`src/design/rdeu_pkg.sv`:
```
// ----------------------------------------------------------------------------
// rdeu_pkg
// Shared types, constants and helpers of the radix digit emitter.
// ----------------------------------------------------------------------------
package rdeu_pkg;

   localparam int VALUE_WIDTH_DEF = 64;
   localparam int MAX_DIGITS_DEF  = 64;

   localparam int RADIX_W  = 5;
   localparam int DIGIT_W  = 4;
   localparam int DIV_BITS = 4;   // quotient bits retired per divide cycle

   localparam logic [RADIX_W-1:0] RADIX_RESET = 5'd10;
   localparam logic [RADIX_W-1:0] RADIX_MIN   = 5'd2;
   localparam logic [RADIX_W-1:0] RADIX_MAX   = 5'd16;

   typedef enum logic [2:0] {
      ST_IDLE,
      ST_DIVIDE,
      ST_STORE,
      ST_FETCH,
      ST_SHOW
   } state_type;

   typedef struct packed {
      logic load;       // capture a new value, clear count and remainder
      logic div_step;   // retire DIV_BITS quotient bits
      logic store;      // write remainder digit, start next digit
      logic fetch;      // read one digit into the output register
      logic advance;    // step read pointer toward the last digit
   } cmd_type;

   typedef struct packed {
      logic q_zero;     // running quotient is zero
      logic count_last; // the digit being stored fills the store
      logic ptr_zero;   // output register holds the final digit
   } status_type;

   // Clamp the written radix into the legal range.
   function automatic logic [RADIX_W-1:0] eff_radix(input logic [RADIX_W-1:0] r);
      logic [RADIX_W-1:0] res;
      res = r;
      if (r < RADIX_MIN) begin
         res = RADIX_MIN;
      end else if (r > RADIX_MAX) begin
         res = RADIX_MAX;
      end
      return res;
   endfunction

endpackage

```
`src/design/integer_radix_digit_emitter_unit.sv`:
```
// ----------------------------------------------------------------------------
// integer_radix_digit_emitter_unit
// Converts a signed integer to radix 2..16 digits, most significant first.
// ----------------------------------------------------------------------------
//
//  channel  dir  handshake          payload
//  -------  ---  -----------------  ------------------------------------------
//  req      in   tvalid / tready    tdata : value (signed, VALUE_WIDTH bits)
//  rsp      out  tvalid / tready    tdata : digit; tuser : negative; tlast
//  csr      in   valid / ready      data  : radix (5 bits, reset 10)
//
//  Each digit comes from a full pass of the shared 4-bit-per-cycle
//  restoring divider; the stored digits are then played back.
//  Reset clears the sequencer, counters and radix (back to 10); the digit
//  store is not cleared, every entry read is written first in the same item.
//  One item is in flight at a time; req_tready is high only when idle.
//  A stalled rsp beat holds its digit, sign and last flag until taken.
//
module integer_radix_digit_emitter_unit #(
   parameter int VALUE_WIDTH = rdeu_pkg::VALUE_WIDTH_DEF,
   parameter int MAX_DIGITS  = rdeu_pkg::MAX_DIGITS_DEF
) (
   input  logic                                  clock,
   input  logic                                  reset,
   // configuration write
   input  logic                                  csr_valid,
   output logic                                  csr_ready,
   input  logic [rdeu_pkg::RADIX_W-1:0]          csr_data,
   // input stream
   input  logic                                  req_tvalid,
   output logic                                  req_tready,
   input  logic [((VALUE_WIDTH + 7) / 8) * 8-1:0] req_tdata,  // [VALUE_WIDTH-1:0] value
   // result stream
   output logic                                  rsp_tvalid,
   input  logic                                  rsp_tready,
   output logic [7:0]                            rsp_tdata,   // [3:0] digit
   output logic                                  rsp_tuser,   // [0] negative
   output logic                                  rsp_tlast
);

   rdeu_pkg::cmd_type                cmd;
   rdeu_pkg::status_type             status;
   logic [rdeu_pkg::DIGIT_W-1:0]     digit;
   logic                             negative;

   // Radix register always takes the write; software writes it only when idle.
   assign csr_ready = 1'b1;

   rdeu_ctrl #(
      .VALUE_WIDTH (VALUE_WIDTH)
   ) u_ctrl (
      .clock     (clock),
      .reset     (reset),
      .req_valid (req_tvalid),
      .req_ready (req_tready),
      .rsp_valid (rsp_tvalid),
      .rsp_ready (rsp_tready),
      .status    (status),
      .cmd       (cmd)
   );

   rdeu_dpath #(
      .VALUE_WIDTH (VALUE_WIDTH),
      .MAX_DIGITS  (MAX_DIGITS)
   ) u_dpath (
      .clock    (clock),
      .reset    (reset),
      .csr_we   (csr_valid & csr_ready),
      .csr_data (csr_data),
      .value    (req_tdata[VALUE_WIDTH-1:0]),
      .cmd      (cmd),
      .status   (status),
      .digit    (digit),
      .negative (negative)
   );

   // Pad the digit up to a whole byte.
   assign rsp_tdata = 8'(digit);
   assign rsp_tuser = negative;
   assign rsp_tlast = status.ptr_zero;

endmodule

```
`src/design/rdeu_ctrl.sv`:
```
// ----------------------------------------------------------------------------
// rdeu_ctrl
// Sequencer: divide loop per digit, then digit playback most significant first.
// ----------------------------------------------------------------------------
module rdeu_ctrl #(
   parameter int VALUE_WIDTH = rdeu_pkg::VALUE_WIDTH_DEF
) (
   input  logic                clock,
   input  logic                reset,
   input  logic                req_valid,
   output logic                req_ready,
   output logic                rsp_valid,
   input  logic                rsp_ready,
   input  rdeu_pkg::status_type status,
   output rdeu_pkg::cmd_type    cmd
);

   localparam int STEPS = (VALUE_WIDTH + rdeu_pkg::DIV_BITS - 1) / rdeu_pkg::DIV_BITS;
   localparam int SW    = (STEPS > 1) ? $clog2(STEPS) : 1;
   localparam logic [SW-1:0] STEP_LAST = SW'(STEPS - 1);

   rdeu_pkg::state_type state_ff, state_in;
   logic [SW-1:0]       step_ff, step_in;

   always_ff @(posedge clock) begin
      if (reset) begin
         state_ff <= rdeu_pkg::ST_IDLE;
         step_ff  <= '0;
      end else begin
         state_ff <= state_in;
         step_ff  <= step_in;
      end
   end

   always_comb begin
      state_in  = state_ff;
      step_in   = step_ff;
      cmd       = '0;
      req_ready = 1'b0;
      rsp_valid = 1'b0;
      case (state_ff)
         rdeu_pkg::ST_IDLE: begin
            req_ready = 1'b1;
            if (req_valid) begin
               cmd.load = 1'b1;
               step_in  = '0;
               state_in = rdeu_pkg::ST_DIVIDE;
            end
         end
         rdeu_pkg::ST_DIVIDE: begin
            cmd.div_step = 1'b1;
            step_in      = step_ff + 1'b1;
            if (step_ff == STEP_LAST) begin
               state_in = rdeu_pkg::ST_STORE;
            end
         end
         rdeu_pkg::ST_STORE: begin
            cmd.store = 1'b1;
            step_in   = '0;
            if (status.q_zero || status.count_last) begin
               state_in = rdeu_pkg::ST_FETCH;
            end else begin
               state_in = rdeu_pkg::ST_DIVIDE;
            end
         end
         rdeu_pkg::ST_FETCH: begin
            cmd.fetch = 1'b1;
            state_in  = rdeu_pkg::ST_SHOW;
         end
         rdeu_pkg::ST_SHOW: begin
            rsp_valid = 1'b1;
            if (rsp_ready) begin
               if (status.ptr_zero) begin
                  state_in = rdeu_pkg::ST_IDLE;
               end else begin
                  cmd.advance = 1'b1;
                  state_in    = rdeu_pkg::ST_FETCH;
               end
            end
         end
         default: begin
            state_in = rdeu_pkg::ST_IDLE;
         end
      endcase
   end

   // A new beat always starts the divide loop.
   assert property (@(posedge clock) disable iff (reset)
      (req_valid && req_ready) |=> (state_ff == rdeu_pkg::ST_DIVIDE && step_ff == '0))
      else $error("divide loop not started after accepted beat");

   // A digit is stored only after a full pass of divide steps.
   assert property (@(posedge clock) disable iff (reset)
      (state_ff == rdeu_pkg::ST_STORE) |->
         ($past(state_ff) == rdeu_pkg::ST_DIVIDE && $past(step_ff) == STEP_LAST))
      else $error("digit stored before division finished");

endmodule

```
`src/design/rdeu_dpath.sv`:
```
// ----------------------------------------------------------------------------
// rdeu_dpath
// Quotient/remainder divider, digit store and output register.
// ----------------------------------------------------------------------------
module rdeu_dpath #(
   parameter int VALUE_WIDTH = rdeu_pkg::VALUE_WIDTH_DEF,
   parameter int MAX_DIGITS  = rdeu_pkg::MAX_DIGITS_DEF
) (
   input  logic                             clock,
   input  logic                             reset,
   input  logic                             csr_we,
   input  logic [rdeu_pkg::RADIX_W-1:0]     csr_data,
   input  logic [VALUE_WIDTH-1:0]           value,
   input  rdeu_pkg::cmd_type                cmd,
   output rdeu_pkg::status_type             status,
   output logic [rdeu_pkg::DIGIT_W-1:0]     digit,
   output logic                             negative
);

   localparam int DB = rdeu_pkg::DIV_BITS;
   localparam int QW = ((VALUE_WIDTH + DB - 1) / DB) * DB;
   localparam int IW = (MAX_DIGITS > 1) ? $clog2(MAX_DIGITS) : 1;
   localparam int CW = $clog2(MAX_DIGITS + 1);
   localparam int RW = rdeu_pkg::RADIX_W;
   localparam int DW = rdeu_pkg::DIGIT_W;

   logic [RW-1:0]      radix_ff, radix_in;
   logic [RW-1:0]      radix_eff;
   logic [QW-1:0]      quot_ff, quot_in;
   logic [DW-1:0]      rem_ff, rem_in;
   logic [CW-1:0]      count_ff, count_in;
   logic [IW-1:0]      ptr_ff, ptr_in;
   logic               sign_ff, sign_in;
   logic [DW-1:0]      digit_ff;
   logic [DW-1:0]      store_mem [MAX_DIGITS];

   logic [VALUE_WIDTH-1:0] mag;
   logic [QW-1:0]          q_step;
   logic [DW-1:0]          r_step;
   logic [DW:0]            trial;

   assign radix_eff = rdeu_pkg::eff_radix(radix_ff);
   assign mag       = value[VALUE_WIDTH-1] ? (~value + 1'b1) : value;

   // Restoring division, DB bits per cycle on a narrow remainder.
   always_comb begin
      q_step = quot_ff;
      r_step = rem_ff;
      trial  = '0;
      for (int i = 0; i < DB; i++) begin
         trial  = {r_step, q_step[QW-1]};
         q_step = {q_step[QW-2:0], 1'b0};
         if (trial >= radix_eff) begin
            trial     = trial - (DW + 1)'(radix_eff);
            q_step[0] = 1'b1;
         end
         r_step = trial[DW-1:0];
      end
   end

   always_comb begin
      radix_in = csr_we ? csr_data : radix_ff;
      quot_in  = quot_ff;
      rem_in   = rem_ff;
      count_in = count_ff;
      ptr_in   = ptr_ff;
      sign_in  = sign_ff;
      if (cmd.load) begin
         quot_in  = QW'(mag);
         rem_in   = '0;
         count_in = '0;
         sign_in  = value[VALUE_WIDTH-1];
      end
      if (cmd.div_step) begin
         quot_in = q_step;
         rem_in  = r_step;
      end
      if (cmd.store) begin
         rem_in   = '0;
         count_in = count_ff + 1'b1;
         ptr_in   = count_ff[IW-1:0];
      end
      if (cmd.advance) begin
         ptr_in = ptr_ff - 1'b1;
      end
   end

   always_ff @(posedge clock) begin
      if (reset) begin
         radix_ff <= rdeu_pkg::RADIX_RESET;
         quot_ff  <= '0;
         rem_ff   <= '0;
         count_ff <= '0;
         ptr_ff   <= '0;
         sign_ff  <= 1'b0;
      end else begin
         radix_ff <= radix_in;
         quot_ff  <= quot_in;
         rem_ff   <= rem_in;
         count_ff <= count_in;
         ptr_ff   <= ptr_in;
         sign_ff  <= sign_in;
      end
   end

   // Digit store: one write port, one registered read port.
   always_ff @(posedge clock) begin
      if (cmd.store) begin
         store_mem[count_ff[IW-1:0]] <= rem_ff;
      end
      if (cmd.fetch) begin
         digit_ff <= store_mem[ptr_ff];
      end
   end

   assign status.q_zero     = (quot_ff == '0);
   assign status.count_last = (count_ff == CW'(MAX_DIGITS - 1));
   assign status.ptr_zero   = (ptr_ff == '0);
   assign digit             = digit_ff;
   assign negative          = sign_ff;

   // The remainder stays a valid digit of the radix throughout division.
   assert property (@(posedge clock) disable iff (reset)
      cmd.div_step |-> (RW'(rem_ff) < radix_eff))
      else $error("remainder out of range during division");

   // Never write past the end of the digit store.
   assert property (@(posedge clock) disable iff (reset)
      cmd.store |-> (count_ff < CW'(MAX_DIGITS)))
      else $error("digit store overflow");

endmodule
```
`config.mk`:
```
export PLATFORM = sky130hd
export DESIGN_NAME = integer_radix_digit_emitter_unit
export DESIGN_NICKNAME = d
export VERILOG_FILES = /design/src/design/rdeu_pkg.sv /design/src/design/integer_radix_digit_emitter_unit.sv /design/src/design/rdeu_ctrl.sv /design/src/design/rdeu_dpath.sv
export SDC_FILE = /design/constraint.sdc
export NUM_CORES = 1
export LEC_CHECK = 0
export ABC_AREA = 1
export BUFFER_PORTS_ARGS = -buffer_cell sky130_fd_sc_hd__buf_2
export CAP_MARGIN = 20
export CORE_MARGIN = 1
export CORE_UTILIZATION = 60
export DETAILED_ROUTE_END_ITERATION = 7
export GPL_ROUTABILITY_DRIVEN = 0
export PLACE_DENSITY = 0.8
export SYNTH_ARGS = -nofsm -noshare
export SYNTH_HDL_FRONTEND = slang
export SYNTH_SLANG_ARGS = --single-unit
export TNS_END_PERCENT = 1
```
`constraint.sdc`:
```
create_clock -name clock -period 14.76 [get_ports clock]
set_input_delay 0 -clock clock [delete_from_list [all_inputs] [get_ports clock]]
set_output_delay 0 -clock clock [all_outputs]
set_load 0.03 [all_outputs]
```
# [After elaboration in Yosys (flattened, before gate mapping)]
# Memories as Yosys holds them, arrays and structs flattened. A register that Yosys moved wholly into a read port is not among the register bits.
# Cells that the tools add are included.
# W data, S select, Z words.
[word_totals] register_bits=94 mem_bits_rw=256 out_inout_bits=13 elab_cells=83 n_memories=1
[mem_list] name="u_dpath.store_mem" words=64 word_bits=4 rd=1 rd_ports_with_merged_regs=1 wr=1 line="rdeu_dpath.sv:35" text="logic [DW-1:0] store_mem [MAX_DIGITS];"
[op_classes] addsub=8 magnitude_cmp=6 n_eq_ne=9 muxes=39 bitwise=1 reduce_logical=11
[op_table] op="$mux W64" n=3
[op_table] op="$add A64 B1 Y64 const B" n=1
[op_table] op="$logic_not A64 Y1" n=1
[op_table] op="$not A64 Y64" n=1
[op_table] op="$mux W4" n=7
[op_table] op="$ge A5 B5 Y1" n=4
[op_table] op="$mux W1" n=16
[op_table] op="$sub A4 B4 Y4" n=4
[op_table] op="$pmux W3 S5" n=1
[op_table] op="$mux W7" n=2
[op_table] op="$mux W6" n=2
[op_table] op="$pmux W4 S3" n=1
[op_table] op="$mux W5" n=2
[op_table] op="$mux W3" n=3
[op_table] op="$add A7 B1 Y7 const B" n=1
[op_table] op="$eq A7 B6 Y1 const B" n=1
[op_table] op="$eq A3 B2 Y1 const B" n=2
[op_table] op="$logic_not A6 Y1" n=1
[op_table] op="$reduce_bool A2 Y1" n=3
[op_table] op="$sub A6 B1 Y6 const B" n=1
[op_table] op="$gt A5 B5 Y1 const B" n=1
[op_table] op="$lt A5 B2 Y1 const B" n=1
[op_table] op="$add A4 B1 Y4 const B" n=1
[op_table] op="$eq A4 B4 Y1 const B" n=1
[op_table] op="other kinds (11)" n=13

# [Depth between registers and ports, before layout]
[depth] ltp_word=12 depth_mapped=38 mapped_depth_nobuf=38

# [Hierarchy]
# A second synthesis with hierarchy kept.
[hier_totals] cells_unflattened=2077 hier_area_um2=17963.5
[modules_own_cells] module="rdeu_dpath" n_inst=1 cells_each=2005 area_each_um2=17458.0 seq_area_each_um2=9549.2
[modules_own_cells] module="rdeu_ctrl" n_inst=1 cells_each=65 area_each_um2=460.4 seq_area_each_um2=140.1
[modules_own_cells] module="integer_radix_digit_emitter_unit" n_inst=1 cells_each=7 area_each_um2=45.0 seq_area_each_um2=0.0

# [Worst setup path after synthesis]
# No wires, ideal clock.
[synth_path] path_kind="register -> register" startpoint="register u_dpath.rem_ff[1]" endpoint="register u_dpath.rem_ff[2]" setup_time_ns=0.070 arrival_time_ns=5.460 t_required_ns=14.690 setup_slack_ns=9.231 path_stages_with_launch=29 path_buffers=0 period_less_slack_ns=5.529 cell_sequence="dfxtp_1 ha_1 a21o_1 nand2_1 nand3_1 nand2_1 o21ai_0 ha_1 a21o_1 nand2_1 nand3_1 nor2_1 or2_2 o21ai_0 inv_1 ha_1 nand2_1 o21a_1 nand3_1 inv_1 or2_2 and2_1 ha_1 nand2_1 o2111ai_1 nand2_1 o21ai_0 inv_1 a21oi_1"
[synth_between] elab_chain_cells=9
[synth_lines] element="start, declared" line="rdeu_dpath.sv:30" text="logic [DW-1:0] rem_ff, rem_in;"
[synth_lines] element="start signal, assigned" line="rdeu_dpath.sv:99" text="rem_ff <= rem_in;"
[synth_lines] element="$sub A4 B4 Y4 / $ge A5 B5 Y1 (equally long branches)" line="rdeu_dpath.sv:54, rdeu_dpath.sv:53"
[synth_lines] element="$mux W4 *" line="rdeu_dpath.sv:53" text="if (trial >= radix_eff) begin"
[synth_lines] element="$sub A4 B4 Y4 / $ge A5 B5 Y1 (equally long branches)" line="rdeu_dpath.sv:54, rdeu_dpath.sv:53"
[synth_lines] element="$mux W4 *" line="rdeu_dpath.sv:53"
[synth_lines] element="$ge A5 B5 Y1 / $sub A4 B4 Y4 (equally long branches)" line="rdeu_dpath.sv:53, rdeu_dpath.sv:54"
[synth_lines] element="$mux W4 *" line="rdeu_dpath.sv:53"
[synth_lines] element="$sub A4 B4 Y4 / $ge A5 B5 Y1 (equally long branches)" line="rdeu_dpath.sv:54, rdeu_dpath.sv:53"
[synth_lines] element="$mux W4 *" line="rdeu_dpath.sv:53"
[synth_lines] element="$mux W4 *" line="rdeu_dpath.sv:74" text="if (cmd.div_step) begin"
# Every way passes the cells marked *; elsewhere a longest branch is shown, timed or not.
# A chain may end at the register's enable or synchronous reset.

# [Worst setup path after layout]
[layout_path] startpoint="register u_dpath.radix_ff[1]" endpoint="register u_dpath.rem_ff[2]"
[layout_between] elab_chain_cells=12
[layout_lines] element="start, declared" line="rdeu_dpath.sv:27" text="logic [RW-1:0] radix_ff, radix_in;"
[layout_lines] element="start signal, assigned" line="rdeu_dpath.sv:90" text="radix_ff <= rdeu_pkg::RADIX_RESET;"
[layout_lines] element="start signal, assigned" line="rdeu_dpath.sv:97" text="radix_ff <= radix_in;"
[layout_lines] element="$gt A5 B5 Y1" line="rdeu_pkg.sv:46" text="end else if (r > RADIX_MAX) begin"
[layout_lines] element="$mux W5" line="rdeu_pkg.sv:46"
[layout_lines] element="$mux W5 *" line="rdeu_pkg.sv:44" text="if (r < RADIX_MIN) begin"
[layout_lines] element="$sub A4 B4 Y4 / $ge A5 B5 Y1 (equally long branches)" line="rdeu_dpath.sv:54, rdeu_dpath.sv:53"
[layout_lines] element="$mux W4" line="rdeu_dpath.sv:53"
[layout_lines] element="$sub A4 B4 Y4 / $ge A5 B5 Y1 (equally long branches)" line="rdeu_dpath.sv:54, rdeu_dpath.sv:53"
[layout_lines] element="$mux W4" line="rdeu_dpath.sv:53"
[layout_lines] element="$ge A5 B5 Y1 / $sub A4 B4 Y4 (equally long branches)" line="rdeu_dpath.sv:53, rdeu_dpath.sv:54"
[layout_lines] element="$mux W4" line="rdeu_dpath.sv:53"
[layout_lines] element="$sub A4 B4 Y4 / $ge A5 B5 Y1 (equally long branches)" line="rdeu_dpath.sv:54, rdeu_dpath.sv:53"
[layout_lines] element="$mux W4 *" line="rdeu_dpath.sv:53"
[layout_lines] element="$mux W4 *" line="rdeu_dpath.sv:74"
# Marked as above.

==> results by group <==
Status
  – Status: complete, no violations

Yosys
  – Synthesized flop and latch total: between 300 and 400
  – Synth warn: 0
  – Post-Syn Instances: around 2,100
  – Synth top area share: 43.3%
  – Synth area leaders: edfxtp_1, dfxtp_1, nand2_1
  – Number of synthesized flops with an enable pin: 260
  – Area leader, netlist: edfxtp_1
  – Register area share after synthesis: 53.8%
  – Synth Cell Area: 18,000 µm²
  – Synth cell types: 46
  – Synth Area per Inst: around 8.4 µm²
  – Top FF cell, synth: edfxtp_1
  – Ys async rst share: 0%

Clocking
  – Total CTS buffers: 36
  – CTS H-tree depth: 2
  – CTS Root Cell: clkbuf_16
  – Clk_lat worst skew: 520 ps
  – Clock-pin transition on the worst setup and hold timing paths: 60 ps
  – Clk sinks: ~350
  – Post-CTS setup repair buffer count: 0
  – Gates resized, CTS repair: 0
  – Cts hold-fix bufs: 77
  – TritonCTS clock tree: done
  – Clock Tree Buf Depth: 3

Floorplan
  – Die Height: ~180 µm
  – Die X: 175 µm
  – Num ports: 87
  – Initial core utilization: 61.0%
  – Rows: 63
  – Die area: 30,700 µm²
  – Core area: 29,600 µm²

Cells and area
  – Antenna Cells: 0
  – P&R area growth vs syn: 14.0%
  – Most common cell after layout, fill and taps aside: nand2_1
  – Most frequent cells in the layout: nand2_1, nor2_1, edfxtp_1, o21ai_0, inv_1
  – Cell area after layout: 20,600 µm²
  – Layout Nets: 2,365
  – Final std cells w/o fill: 2,673
  – Fraction of layout cells with a size suffix above 1: 8.59%

Timing
  – RSZ-0062 raised after global routing: false
  – Fin Setup TNS: 0 ps
  – Slew HR: between 20% and 30%
  – Final hold vios: 0
  – Period utilization: 42.6%
  – Max Clock Freq: 159 MHz
  – Final Hold Slack: 32.6 ps
  – Fin. max-slew vios: 0
  – Clock Skews: 17.0 ps
  – Period minus WS final: 6290 ps
  – Final Setup Violations: 0
  – Slew @ Worst Pin: about 1100 ps

Global route
  – Initial antenna violation count: 0
  – Gr usage total: 31.6%
  – Congestion Overflow GR: 0
  – First-pass GRT wire length: 76,700 µm
  – Vias in the first global route: 15,100
  – Largest net degree at the start of global routing: 129

Setup path
  – Path depth of the worst reg2reg path: 32
  – R2R setup slack: 8470 ps
  – Setup crit end kind: flop
  – CP dominant cell by count: inv_1
  – Startpoint types: flop
  – Worst EP arrival: about 6700 ps
  – Critical Path RT: 15,210 ps
  – Critical path buffers and inverters: 5
  – Crit path max-delay family: compound AO/OA/AOI/OAI gates
  – CP max-delay cell: o21ai_0
  – Critical path fanouts, max: 6
  – Max incr delay on CP: 610 ps
  – Critical path depth in cells: 32
  – Setup Crit Path Kind: flop to flop

Routing
  – Via Count: 15,900
  – DR WL/cell: 18.3 µm
  – Total wire length: between 40,000 and 50,000 µm
  – Post-route ant nets: 0
  – Vias per cell: between 5 and 6
  – Iteration-0 DRC Markers: 1,898
  – DRC Markers: 0
  – Pre-antenna DRT Iters: 6

Hold path
  – Hold Crit Class: input port to flop
  – Worst Hold Depth: 6

Power
  – Peak VDD IR: 0.105 mV
  – Static leakage: 0.00782 µW
  – PD cells: 139 nW/µm²
  – PnR Total Power: around 2900 µW

Placement
  – Dpl hpwl: 30,600 µm
  – Cell count after placement: 2,535
  – I/O Buffers: 81
  – Post-DP Area: 18,600 µm²

Job
  – Max-capacitance violation count: 0
==> worst register-to-register path, delay by kind of cell (launching register included) <==
family | cells | cell delay [ps]
adder cells (fa/ha/maj) | 4 | 1450
AND/OR/NAND/NOR | 13 | 1700
XOR/XNOR | 1 | 270
AO/OA/AOI/OAI | 9 | 1980
flip-flops | 1 | 360
buffers and inverters | 5 | 450
==> layout make-up <==
class / instances / area (µm²)
Clock inverter: 15 / 186
Tap cell: 390 / 488
Inverter: 184 / 692
Multi-Input combinational cell: 1512 / 7180
Sequential cell: 354 / 9700
Clock buffer: 44 / 972
Timing Repair Buffer: 174 / 1330
Fill cell: 2184 / 9010
==> routing by layer <==
layer  wire length (µm)  GRT usage (%)  vias to the layer above
li1                   -              -                     7513
met1              18600           39.5                     7314
met2              23700           54.4                      942
met3               4400           4.00                      157
met4               2190           15.7                        0
met5                  0              0                        -
==> final timing paths <==
| path | to | from |
|---|---|---|
| worst min-delay path | u_dpath.quot_ff[15] | req_tdata[15] |
| worst max register to register | u_dpath.rem_ff[2] | u_dpath.radix_ff[1] |
| worst max-delay path | u_dpath.rem_ff[2] | u_dpath.radix_ff[1] |
| worst min register to register | u_dpath.negative | u_dpath.negative |
==> metrics by stage <==
stage	worst slack, ps	utilization [%]
floorplan	9230	-
global placement	8630	62.8
detailed placement	8710	62.8
CTS	8670	69.4
global route	8010	69.5
finish	8470	69.5
==> synthesized netlist by cell type, types with 2 or more instances <==
library cell and n:
edfxtp_1 260, dfxtp_1 94, a21oi_1 63, buf_2 17
nor2_1 372, or2_2 4, xnor2_1 5, o22ai_2 6
o211ai_1 4, fa_1 4, a31oi_1 33, nand3b_1 10
xor2_1 8, nand2_2 2, nor3_1 9, inv_2 14
o21bai_1 2, a22oi_1 2, buf_4 16, nor4_1 4
nor2_4 5, o21ai_1 9, conb_1 2, a21o_1 3
a221oi_1 2, buf_6 2, o22ai_1 90, clkinv_1 3
and2_1 3, nand4_1 21, nand2_1 474, clkbuf_1 58
inv_1 167, buf_1 7, nand3_1 151, o21a_1 4
or2_1 2, ha_1 25, nor2_2 9, o21ai_0 175
==> state kept, by name (all words and copies together) (netlist names) <==
register / cells
u_dpath.store_mem: 256
u_dpath.quot_ff: 64
u_dpath.count_ff: 7
u_dpath.ptr_ff: 6
u_dpath.radix_ff: 5
u_ctrl.step_ff: 4
u_dpath.digit: 4
u_dpath.rem_ff: 4
u_ctrl.state_ff: 3
u_dpath.negative: 1
==> where the power goes <==
| group | switching, µW | leakage [µW] | internal (µW) |
|---|---|---|---|
| Combinational | 519 | 0.00407 | 275 |
| Sequential | 25.6 | 0.00317 | 1140 |
| Clock | 368 | 0.000572 | 537 |
==> logic make-up after synthesis <==
group	count (synthesis)	share of synthesized area (%)
AOI/OAI and AO/OA	398	12.5
other	2	0.0417
buffers and inverters	284	6.45
DFF	354	53.8
xor gates and xnor gates	13	0.632
and+or+nand+nor	1067	24.4
adders and majority gates	29	2.18
Power figures use the tool's default switching activity.
